--- config.mk ---
export PLATFORM = sky130hd
export DESIGN_NAME = incremental_pid_compensator_core
export DESIGN_NICKNAME = d
export VERILOG_FILES = /design/src/rtl/ipc_pkg.sv /design/src/rtl/ipc_seq.sv /design/src/rtl/incremental_pid_compensator_core.sv
export SDC_FILE = /design/constraint.sdc
export NUM_CORES = 2
export LEC_CHECK = 0
export ABC_CLOCK_PERIOD_IN_PS = 11550
export BUFFER_PORTS_ARGS = -buffer_cell sky130_fd_sc_hd__buf_2
export CAP_MARGIN = 20
export CORE_MARGIN = 1
export CORE_UTILIZATION = 30
export DETAILED_ROUTE_END_ITERATION = 16
export PLACE_DENSITY = 0.46
export SYNTH_ARGS = -nofsm -noshare
export SYNTH_HDL_FRONTEND = slang
export SYNTH_SLANG_ARGS = --single-unit
--- constraint.sdc ---
create_clock -name clk -period 11.55 [get_ports clk]
set_clock_uncertainty 0.1 [all_clocks]
set_input_delay 2.31 -clock clk [delete_from_list [all_inputs] [get_ports clk]]
set_output_delay 2.31 -clock clk [all_outputs]
set_load 0.02 [all_outputs]
--- src/rtl/ipc_pkg.sv ---
package ipc_pkg;

    // Field widths
    localparam int ADC_BITS   = 12;
    localparam int FRAC_BITS  = 15;
    localparam int SCALE_W    = 16;
    localparam int REF_W      = 32;
    localparam int COEF_W     = 16;
    localparam int OUT_W      = 15;
    localparam int DUTY_SHIFT = 5;
    localparam int DUTY_W     = OUT_W - DUTY_SHIFT;
    localparam int LIMIT_W    = 20;
    localparam int CFG_W      = 32;
    localparam int CFG_IDX_W  = 3;

    // Datapath widths: error spans the reference range plus the scaled sample
    localparam int ERR_W   = REF_W + 2;
    localparam int MB_W    = SCALE_W + 1;
    localparam int PROD_W  = ERR_W + MB_W;
    localparam int TERM_W  = PROD_W - FRAC_BITS;
    localparam int ACC_W   = TERM_W + 2;
    localparam int UPREV_W = LIMIT_W + 1;

    // Stream word widths
    localparam int IN_TDATA_W  = ((ADC_BITS + 7) / 8) * 8;
    localparam int OUT_TDATA_W = ((OUT_W + DUTY_W + 7) / 8) * 8;

    // Register reset values
    localparam logic [SCALE_W-1:0] RST_INPUT_SCALE = SCALE_W'(508);
    localparam logic [REF_W-1:0]   RST_REFERENCE   = REF_W'(-163840);
    localparam logic [COEF_W-1:0]  RST_COEF_NOW    = COEF_W'(256);
    localparam logic [COEF_W-1:0]  RST_COEF_PREV   = COEF_W'(-444);
    localparam logic [COEF_W-1:0]  RST_COEF_PREV2  = COEF_W'(230);
    localparam logic [OUT_W-1:0]   RST_OUT_MAX     = OUT_W'(16'h599A);
    localparam logic [LIMIT_W-1:0] RST_STATE_LIMIT = LIMIT_W'(45876);

    // Register indexes
    typedef enum logic [CFG_IDX_W-1:0] {
        REG_INPUT_SCALE = 3'd0,
        REG_REFERENCE   = 3'd1,
        REG_COEF_NOW    = 3'd2,
        REG_COEF_PREV   = 3'd3,
        REG_COEF_PREV2  = 3'd4,
        REG_OUT_MAX     = 3'd5,
        REG_STATE_LIMIT = 3'd6
    } cfg_idx_t;

    // Microcode fields
    localparam int STEP_W = 3;

    typedef enum logic [1:0] {
        OP_SCALE = 2'd0,   // sample * input_scale
        OP_NOW   = 2'd1,   // err * coef_now
        OP_PREV  = 2'd2,   // e1 * coef_prev
        OP_PREV2 = 2'd3    // e2 * coef_prev2
    } mul_op_t;

    typedef enum logic [1:0] {
        ACC_NOP  = 2'd0,
        ACC_LOAD = 2'd1,   // acc = u1
        ACC_ADD  = 2'd2    // acc += product >>> FRAC_BITS
    } acc_op_t;

    typedef enum logic [1:0] {
        JMP_SEQ    = 2'd0,
        JMP_FIRST  = 2'd1,
        JMP_ALWAYS = 2'd2
    } jmp_t;

    typedef struct packed {
        mul_op_t           mul_op;
        logic              mul_en;
        acc_op_t           acc_op;
        logic              err_ld;
        logic              prime;
        logic              fin;
        logic              done;
        jmp_t              jmp;
        logic [STEP_W-1:0] target;
    } ctrl_t;

    // Step addresses
    localparam logic [STEP_W-1:0] ST_SCALE = 3'd0;
    localparam logic [STEP_W-1:0] ST_ERR   = 3'd1;
    localparam logic [STEP_W-1:0] ST_B0    = 3'd2;
    localparam logic [STEP_W-1:0] ST_B1    = 3'd3;
    localparam logic [STEP_W-1:0] ST_B2    = 3'd4;
    localparam logic [STEP_W-1:0] ST_SUM   = 3'd5;
    localparam logic [STEP_W-1:0] ST_FIN   = 3'd6;
    localparam logic [STEP_W-1:0] ST_PRIME = 3'd7;

    // Control store
    function automatic ctrl_t ctrl_rom(input logic [STEP_W-1:0] step);
        ctrl_t c;
        c = '{mul_op: OP_SCALE, mul_en: 1'b0, acc_op: ACC_NOP, err_ld: 1'b0,
              prime: 1'b0, fin: 1'b0, done: 1'b0, jmp: JMP_SEQ, target: ST_SCALE};
        case (step)
            ST_SCALE:
            begin
                c.mul_op = OP_SCALE;
                c.mul_en = 1'b1;
            end
            ST_ERR:
            begin
                c.err_ld = 1'b1;
                c.jmp    = JMP_FIRST;
                c.target = ST_PRIME;
            end
            ST_B0:
            begin
                c.mul_op = OP_NOW;
                c.mul_en = 1'b1;
                c.acc_op = ACC_LOAD;
            end
            ST_B1:
            begin
                c.mul_op = OP_PREV;
                c.mul_en = 1'b1;
                c.acc_op = ACC_ADD;
            end
            ST_B2:
            begin
                c.mul_op = OP_PREV2;
                c.mul_en = 1'b1;
                c.acc_op = ACC_ADD;
            end
            ST_SUM:
            begin
                c.acc_op = ACC_ADD;
            end
            ST_FIN:
            begin
                c.fin  = 1'b1;
                c.done = 1'b1;
            end
            ST_PRIME:
            begin
                c.prime  = 1'b1;
                c.jmp    = JMP_ALWAYS;
                c.target = ST_B0;
            end
            default:
            begin
                c.done = 1'b1;
            end
        endcase
        return c;
    endfunction

endpackage

--- src/rtl/ipc_seq.sv ---
// Step counter and control store for the compensator datapath
module ipc_seq (
    input  logic            clk,
    input  logic            rst_n,
    input  logic            start,
    input  logic            first,
    input  logic            hold,
    output logic            busy,
    output ipc_pkg::ctrl_t  ctrl
);

    logic                       busy_reg;
    logic [ipc_pkg::STEP_W-1:0] step_reg;
    logic [ipc_pkg::STEP_W-1:0] step_next;

    assign ctrl = ipc_pkg::ctrl_rom(step_reg);
    assign busy = busy_reg;

    // Next step: fall through or take the jump
    always_comb
    begin
        case (ctrl.jmp)
            ipc_pkg::JMP_FIRST:  step_next = first ? ctrl.target : step_reg + 1'b1;
            ipc_pkg::JMP_ALWAYS: step_next = ctrl.target;
            default:             step_next = step_reg + 1'b1;
        endcase
    end

    always_ff @(posedge clk or negedge rst_n)
    begin
        if (!rst_n)
        begin
            busy_reg <= 1'b0;
            step_reg <= ipc_pkg::ST_SCALE;
        end
        else if (!busy_reg)
        begin
            if (start)
            begin
                busy_reg <= 1'b1;
                step_reg <= ipc_pkg::ST_SCALE;
            end
        end
        else if (!hold)
        begin
            if (ctrl.done)
                busy_reg <= 1'b0;
            else
                step_reg <= step_next;
        end
    end

    // Program flow checks
    a_start_busy: assert property (@(posedge clk) disable iff (!rst_n)
        (start && !busy_reg) |=> (busy_reg && step_reg == ipc_pkg::ST_SCALE))
        else $error("sequencer did not start at the first step");
    a_hold_fin: assert property (@(posedge clk) disable iff (!rst_n)
        (busy_reg && hold) |-> ctrl.fin)
        else $error("hold outside the finish step");
    a_prime_first: assert property (@(posedge clk) disable iff (!rst_n)
        (busy_reg && step_reg == ipc_pkg::ST_PRIME) |-> $past(first))
        else $error("prime step taken without first sample");

endmodule

--- src/rtl/incremental_pid_compensator_core.sv ---
// Incremental PID compensator: one 12-bit sample in, one clamped control
// word and 10-bit duty out. A sample is taken when the block is ready; it
// is then scaled, the error formed and the three coefficient products
// summed (the first sample after reset adds a step that primes the error
// history). The block is ready again as the result word appears, and takes
// a new sample only once it is through with the last one. A single 34x17
// multiplier is shared by the scale and the three coefficient products
// under a small microcoded sequencer. A finished result waits in an output
// register; the next sample is accepted meanwhile, and the block only
// pauses at its finish step while an older result is still not taken.
module incremental_pid_compensator_core (
    input  logic                                clk,
    input  logic                                rst_n,
    // Sample stream
    input  logic                                s_axis_tvalid,
    output logic                                s_axis_tready,
    input  logic [ipc_pkg::IN_TDATA_W-1:0]      s_axis_tdata,   // [11:0] adc_sample
    // Result stream
    output logic                                m_axis_tvalid,
    input  logic                                m_axis_tready,
    output logic [ipc_pkg::OUT_TDATA_W-1:0]     m_axis_tdata,   // [14:0] control_out,
                                                                // [24:15] duty_word
    // Register writes
    input  logic                                cfg_we,
    input  logic [ipc_pkg::CFG_IDX_W-1:0]       cfg_addr,
    input  logic [ipc_pkg::CFG_W-1:0]           cfg_wdata
);

    // Configuration registers
    logic [ipc_pkg::SCALE_W-1:0]        input_scale_reg;
    logic [ipc_pkg::REF_W-1:0]          reference_reg;
    logic [ipc_pkg::COEF_W-1:0]         coef_now_reg;
    logic [ipc_pkg::COEF_W-1:0]         coef_prev_reg;
    logic [ipc_pkg::COEF_W-1:0]         coef_prev2_reg;
    logic [ipc_pkg::OUT_W-1:0]          out_max_reg;
    logic [ipc_pkg::LIMIT_W-1:0]        state_limit_reg;

    // Loop state and datapath
    logic                               first_reg;
    logic [ipc_pkg::ADC_BITS-1:0]       sample_reg;
    logic signed [ipc_pkg::ERR_W-1:0]   err_reg;
    logic signed [ipc_pkg::ERR_W-1:0]   e1_reg;
    logic signed [ipc_pkg::ERR_W-1:0]   e2_reg;
    logic signed [ipc_pkg::UPREV_W-1:0] u1_reg;
    logic signed [ipc_pkg::PROD_W-1:0]  prod_reg;
    logic signed [ipc_pkg::ACC_W-1:0]   acc_reg;

    // Output register
    logic                               out_valid_reg;
    logic [ipc_pkg::OUT_W-1:0]          out_ctl_reg;
    logic [ipc_pkg::DUTY_W-1:0]         out_duty_reg;

    logic                               busy;
    logic                               hold;
    logic                               step_go;
    logic                               fin_go;
    logic                               in_go;
    ipc_pkg::ctrl_t                     ctrl;

    logic signed [ipc_pkg::ERR_W-1:0]   mul_a;
    logic signed [ipc_pkg::MB_W-1:0]    mul_b;
    logic signed [ipc_pkg::PROD_W-1:0]  mul_p;
    logic signed [ipc_pkg::ERR_W-1:0]   err_calc;
    logic signed [ipc_pkg::TERM_W-1:0]  term;
    logic signed [ipc_pkg::ACC_W-1:0]   lim_pos;
    logic signed [ipc_pkg::ACC_W-1:0]   lim_neg;
    logic signed [ipc_pkg::ACC_W-1:0]   omax;
    logic signed [ipc_pkg::ACC_W-1:0]   u_state;
    logic [ipc_pkg::OUT_W-1:0]          y;

    // Handshakes
    assign s_axis_tready = !busy;
    assign in_go         = s_axis_tvalid && !busy;
    assign hold          = ctrl.fin && out_valid_reg && !m_axis_tready;
    assign step_go       = busy && !hold;
    assign fin_go        = step_go && ctrl.fin;

    assign m_axis_tvalid = out_valid_reg;
    assign m_axis_tdata  = {{(ipc_pkg::OUT_TDATA_W - ipc_pkg::OUT_W - ipc_pkg::DUTY_W){1'b0}},
                            out_duty_reg, out_ctl_reg};

    ipc_seq u_seq (
        .clk   (clk),
        .rst_n (rst_n),
        .start (in_go),
        .first (first_reg),
        .hold  (hold),
        .busy  (busy),
        .ctrl  (ctrl)
    );

    // Register file
    always_ff @(posedge clk or negedge rst_n)
    begin
        if (!rst_n)
        begin
            input_scale_reg <= ipc_pkg::RST_INPUT_SCALE;
            reference_reg   <= ipc_pkg::RST_REFERENCE;
            coef_now_reg    <= ipc_pkg::RST_COEF_NOW;
            coef_prev_reg   <= ipc_pkg::RST_COEF_PREV;
            coef_prev2_reg  <= ipc_pkg::RST_COEF_PREV2;
            out_max_reg     <= ipc_pkg::RST_OUT_MAX;
            state_limit_reg <= ipc_pkg::RST_STATE_LIMIT;
        end
        else if (cfg_we)
        begin
            case (cfg_addr)
                ipc_pkg::REG_INPUT_SCALE: input_scale_reg <= cfg_wdata[ipc_pkg::SCALE_W-1:0];
                ipc_pkg::REG_REFERENCE:   reference_reg   <= cfg_wdata[ipc_pkg::REF_W-1:0];
                ipc_pkg::REG_COEF_NOW:    coef_now_reg    <= cfg_wdata[ipc_pkg::COEF_W-1:0];
                ipc_pkg::REG_COEF_PREV:   coef_prev_reg   <= cfg_wdata[ipc_pkg::COEF_W-1:0];
                ipc_pkg::REG_COEF_PREV2:  coef_prev2_reg  <= cfg_wdata[ipc_pkg::COEF_W-1:0];
                ipc_pkg::REG_OUT_MAX:     out_max_reg     <= cfg_wdata[ipc_pkg::OUT_W-1:0];
                ipc_pkg::REG_STATE_LIMIT: state_limit_reg <= cfg_wdata[ipc_pkg::LIMIT_W-1:0];
                default: ;
            endcase
        end
    end

    // Shared multiplier operand select
    always_comb
    begin
        case (ctrl.mul_op)
            ipc_pkg::OP_SCALE:
            begin
                mul_a = ipc_pkg::ERR_W'(sample_reg);
                mul_b = ipc_pkg::MB_W'(input_scale_reg);
            end
            ipc_pkg::OP_NOW:
            begin
                mul_a = err_reg;
                mul_b = ipc_pkg::MB_W'($signed(coef_now_reg));
            end
            ipc_pkg::OP_PREV:
            begin
                mul_a = e1_reg;
                mul_b = ipc_pkg::MB_W'($signed(coef_prev_reg));
            end
            default:
            begin
                mul_a = e2_reg;
                mul_b = ipc_pkg::MB_W'($signed(coef_prev2_reg));
            end
        endcase
    end

    assign mul_p    = mul_a * mul_b;
    assign err_calc = $signed(prod_reg[ipc_pkg::ERR_W-1:0])
                    - ipc_pkg::ERR_W'($signed(reference_reg));
    assign term     = prod_reg[ipc_pkg::PROD_W-1:ipc_pkg::FRAC_BITS];

    // Output and state clamps
    assign lim_pos = ipc_pkg::ACC_W'($signed({1'b0, state_limit_reg}));
    assign lim_neg = -lim_pos;
    assign omax    = ipc_pkg::ACC_W'($signed({1'b0, out_max_reg}));

    always_comb
    begin
        if (acc_reg < 0)
            y = '0;
        else if (acc_reg > omax)
            y = out_max_reg;
        else
            y = acc_reg[ipc_pkg::OUT_W-1:0];

        if (acc_reg < lim_neg)
            u_state = lim_neg;
        else if (acc_reg > lim_pos)
            u_state = lim_pos;
        else
            u_state = acc_reg;
    end

    // Datapath registers
    always_ff @(posedge clk)
    begin
        if (in_go)
            sample_reg <= s_axis_tdata[ipc_pkg::ADC_BITS-1:0];

        if (step_go && ctrl.mul_en)
            prod_reg <= mul_p;

        if (step_go && ctrl.err_ld)
            err_reg <= err_calc;

        if (step_go)
        begin
            case (ctrl.acc_op)
                ipc_pkg::ACC_LOAD: acc_reg <= ipc_pkg::ACC_W'(u1_reg);
                ipc_pkg::ACC_ADD:  acc_reg <= acc_reg + ipc_pkg::ACC_W'(term);
                default: ;
            endcase
        end
    end

    // Error history and stored output
    always_ff @(posedge clk or negedge rst_n)
    begin
        if (!rst_n)
        begin
            first_reg <= 1'b1;
            e1_reg    <= '0;
            e2_reg    <= '0;
            u1_reg    <= '0;
        end
        else if (step_go && ctrl.prime)
        begin
            e1_reg <= err_reg;
            e2_reg <= err_reg;
            u1_reg <= '0;
        end
        else if (fin_go)
        begin
            first_reg <= 1'b0;
            e2_reg    <= e1_reg;
            e1_reg    <= err_reg;
            u1_reg    <= u_state[ipc_pkg::UPREV_W-1:0];
        end
    end

    // Result word register
    always_ff @(posedge clk or negedge rst_n)
    begin
        if (!rst_n)
            out_valid_reg <= 1'b0;
        else if (fin_go)
            out_valid_reg <= 1'b1;
        else if (m_axis_tready)
            out_valid_reg <= 1'b0;
    end

    always_ff @(posedge clk)
    begin
        if (fin_go)
        begin
            out_ctl_reg  <= y;
            out_duty_reg <= y[ipc_pkg::OUT_W-1:ipc_pkg::DUTY_SHIFT];
        end
    end

    // Checks
    a_word_from_fin: assert property (@(posedge clk) disable iff (!rst_n)
        $rose(m_axis_tvalid) |-> $past(fin_go))
        else $error("result word appeared without a finish step");
    a_first_clear: assert property (@(posedge clk) disable iff (!rst_n)
        fin_go |=> !first_reg)
        else $error("first-sample flag still set after a result");
    a_state_clamp: assert property (@(posedge clk) disable iff (!rst_n)
        fin_go |=> (($signed(u1_reg) <= $signed({1'b0, $past(state_limit_reg)}))
                 && ($signed(u1_reg) >= -$signed({1'b0, $past(state_limit_reg)}))))
        else $error("stored output outside the state limit");
    a_no_accept_busy: assert property (@(posedge clk) disable iff (!rst_n)
        (s_axis_tvalid && s_axis_tready) |=> busy)
        else $error("accepted sample did not start the sequencer");

endmodule

==> metrics <==
vias per cell 4.870; Largest stage delay, worst path 760 ps; CP required 11780 ps; Slew @ Worst Pin 1079 ps; ant diodes 0; total negative slack 0 ps; count of different cell masters after synthesis 71; worst skew pair latency 620 ps; CP dominant cell by count fa_1; Die ar. 137500 um2; Final ANT Viol Nets 0; DR DRC count 0; synthesized flop and latch total 376; CTS sink count 376; Initial Utilization 0.3043; Worst slew margin 0.2788; initial antenna violation count 3; Num CTS Buffers 44; asr flop ratio synth 0.6011; Largest register FFs 51; Core Area 134100 um2; endpoint of the worst register-to-register path prod_reg[47]; worst setup path start u_seq.step_reg[0]; Area Overhead vs Synth 10.73%; final core utilization 0.3369; Final setup viols 0; First DRT Iteration DRCs 1687; status finished, final reports clean; die width 370.8 um; first-pass GRT wire length 190600 um; Die Y-Extent 370.8 um; Global Route Usage Sum 0.1812; CTS tree built; GRT overflow 0; final-report hold violation count 0; reg2reg path depth 28; Worst Path Arrival 10210 ps; vias in the first global route 31111; # IOs 90; Primary FF master, synth dfrtp_1; hold path cells 2; routed len/inst 20.23 um; r2r setup slk 1570 ps; CTS Hold Bufs 0; post-cts resize count 0; crit share post-route 0.8643; EDFF count, synth 150; Crit Path Max Fanout 39; critical path's slowest cell mux2i_4; Syn Std Cell Area 40810 um2; router iterations before antenna repair 5; DP HPWL 95170 um; WL final 121600 um; Root Driver clkbuf_16; critical path class register to register; synthesized instance count 4160; worst min path class register to register; Reg clk slew, reported paths 70 ps; RSZ-0062 raised after global routing false; final-layout fill cell count 13871; # rows 134; fraction of layout cells with a size suffix above 1 0.1180; kind of end point of the critical path register; final worst path period need 9983 ps; routed vias 29284; Hold Startpoint e2_reg[23]; GPL Wtd Cong 0.8714; postcts setup bufs 0; Synth Warn # 0; port bufs 78; # Max-Cap Violations 0; final slew viol count 0; hold path endpoint e2_reg[23]; Seq/Total Area, Yosys 0.2506; clock buffer depth 3; CTS H-tree depth 2; Nets 5089; RR Startpoint u_seq.step_reg[0]; fmax 0.1002 GHz; largest net degree at the start of global routing 123; startpoint types register; Mean Syn Cell Area 9.810 um2
[routing by layer]
metal	wire (um)	GRT usage
met1	58320	0.2574
met2	56370	0.2992
met3	4414	0.01490
met4	2542	0.03957
met5	0	0
[Yosys cell counts (15+ instances only)]
cell type / number / area (um2)
o21ai_0: 134 / 670.6
o21bai_1: 18 / 135.1
xor2_1: 24 / 210.2
o21ai_1: 43 / 215.2
o21a_1: 42 / 315.3
fa_1: 553 / 11070
a21oi_1: 137 / 685.7
buf_4: 17 / 127.6
dfstp_2: 55 / 1445
mux2i_1: 124 / 1241
a21o_1: 91 / 683.2
nor4_1: 15 / 93.84
clkbuf_1: 123 / 461.7
dfrtp_1: 171 / 4279
inv_1: 698 / 2620
nand2b_1: 31 / 193.9
mux2_2: 172 / 1937
a22o_1: 17 / 148.9
nor2b_1: 43 / 269.0
xnor2_1: 101 / 884.6
edfxtp_1: 150 / 4504
a22oi_1: 40 / 300.3
nand2_1: 459 / 1723
nand4_1: 27 / 168.9
nor2_1: 329 / 1235
and2_1: 31 / 193.9
nor3_1: 26 / 130.1
nand3_1: 53 / 265.3
ha_1: 270 / 3378
[how the worst max path moves through the flow]
stage	to	cells past startpoint	slack [ps]
CTS	prod_reg[47]	28	1520
floorplan	prod_reg[47]	28	3220
global route	prod_reg[47]	28	970
detailed placement	prod_reg[47]	28	1610
finish	prod_reg[47]	28	1570
global placement	prod_reg[47]	27	1600
[cells in the final DEF, fill, tap and decap left out, drive strengths merged, types with 11 or more instances in the layout]
master / count
inv: 703
fa: 553
nand2: 459
nor2: 329
ha: 270
o21ai: 177
mux2: 173
dfrtp: 171
buf: 159
edfxtp: 150
a21oi: 139
mux2i: 124
xnor2: 101
a21o: 91
clkbuf: 61
dfstp: 55
nand3: 53
nor2b: 43
o21a: 42
a22oi: 40
and2: 33
nand2b: 31
nand4: 27
nor3: 26
xor2: 24
o21bai: 18
a22o: 17
nor4: 15
a211oi: 13
a31oi: 13
and3: 12
clkinv: 11
[critical path: cells and delay by family (launching register included)]
family                     cells  cell delay (ps)
adders and majority gates      8             3630
muxes                          2              960
DFF                            1              420
and+or+nand+nor                5             1110
buffers and inverters          5              920
xor gates and xnor gates       1              150
AOI/OAI and AO/OA              7             2310
[final cells by class]
cell class | instances | area, um2 | share of cell area
Timing Repair Buffer | 160 | 1051 | 0.02326
Tap cell | 1768 | 2212 | 0.04895
Multi-Input combinational cell | 2928 | 27540 | 0.6095
Inverter | 700 | 2628 | 0.05815
Clock buffer | 60 | 1262 | 0.02794
Clock inverter | 21 | 266.5 | 0.005898
Sequential cell | 376 | 10230 | 0.2264
[metrics by stage]
stage               setup slack (ps)  hold WS, ps  instance area (um2)  instances
finish                          1567        379.1                45190       6013
global route                   970.1        401.0                45190       6013
CTS                             1520        382.7                45170       6012
detailed placement              1612        369.6                43650       5931
global placement                1599        360.3                43630       5929
floorplan                       3225        349.2                40830       4166
[cells by family after synthesis]
group,Yosys count,synth area share
AO/OA/AOI/OAI,621,0.09737
XOR/XNOR,125,0.02683
adder cells (fa/ha/maj),823,0.3540
buffers and inverters,862,0.08112
flip-flops,376,0.2506
multiplexers,297,0.07815
other,1,0.00009189
AND/OR/NAND/NOR,1055,0.1118
Power is left out: the tool's default activity adds up to more than one toggle a clock period on the data nets, which glitch-free logic cannot reach.
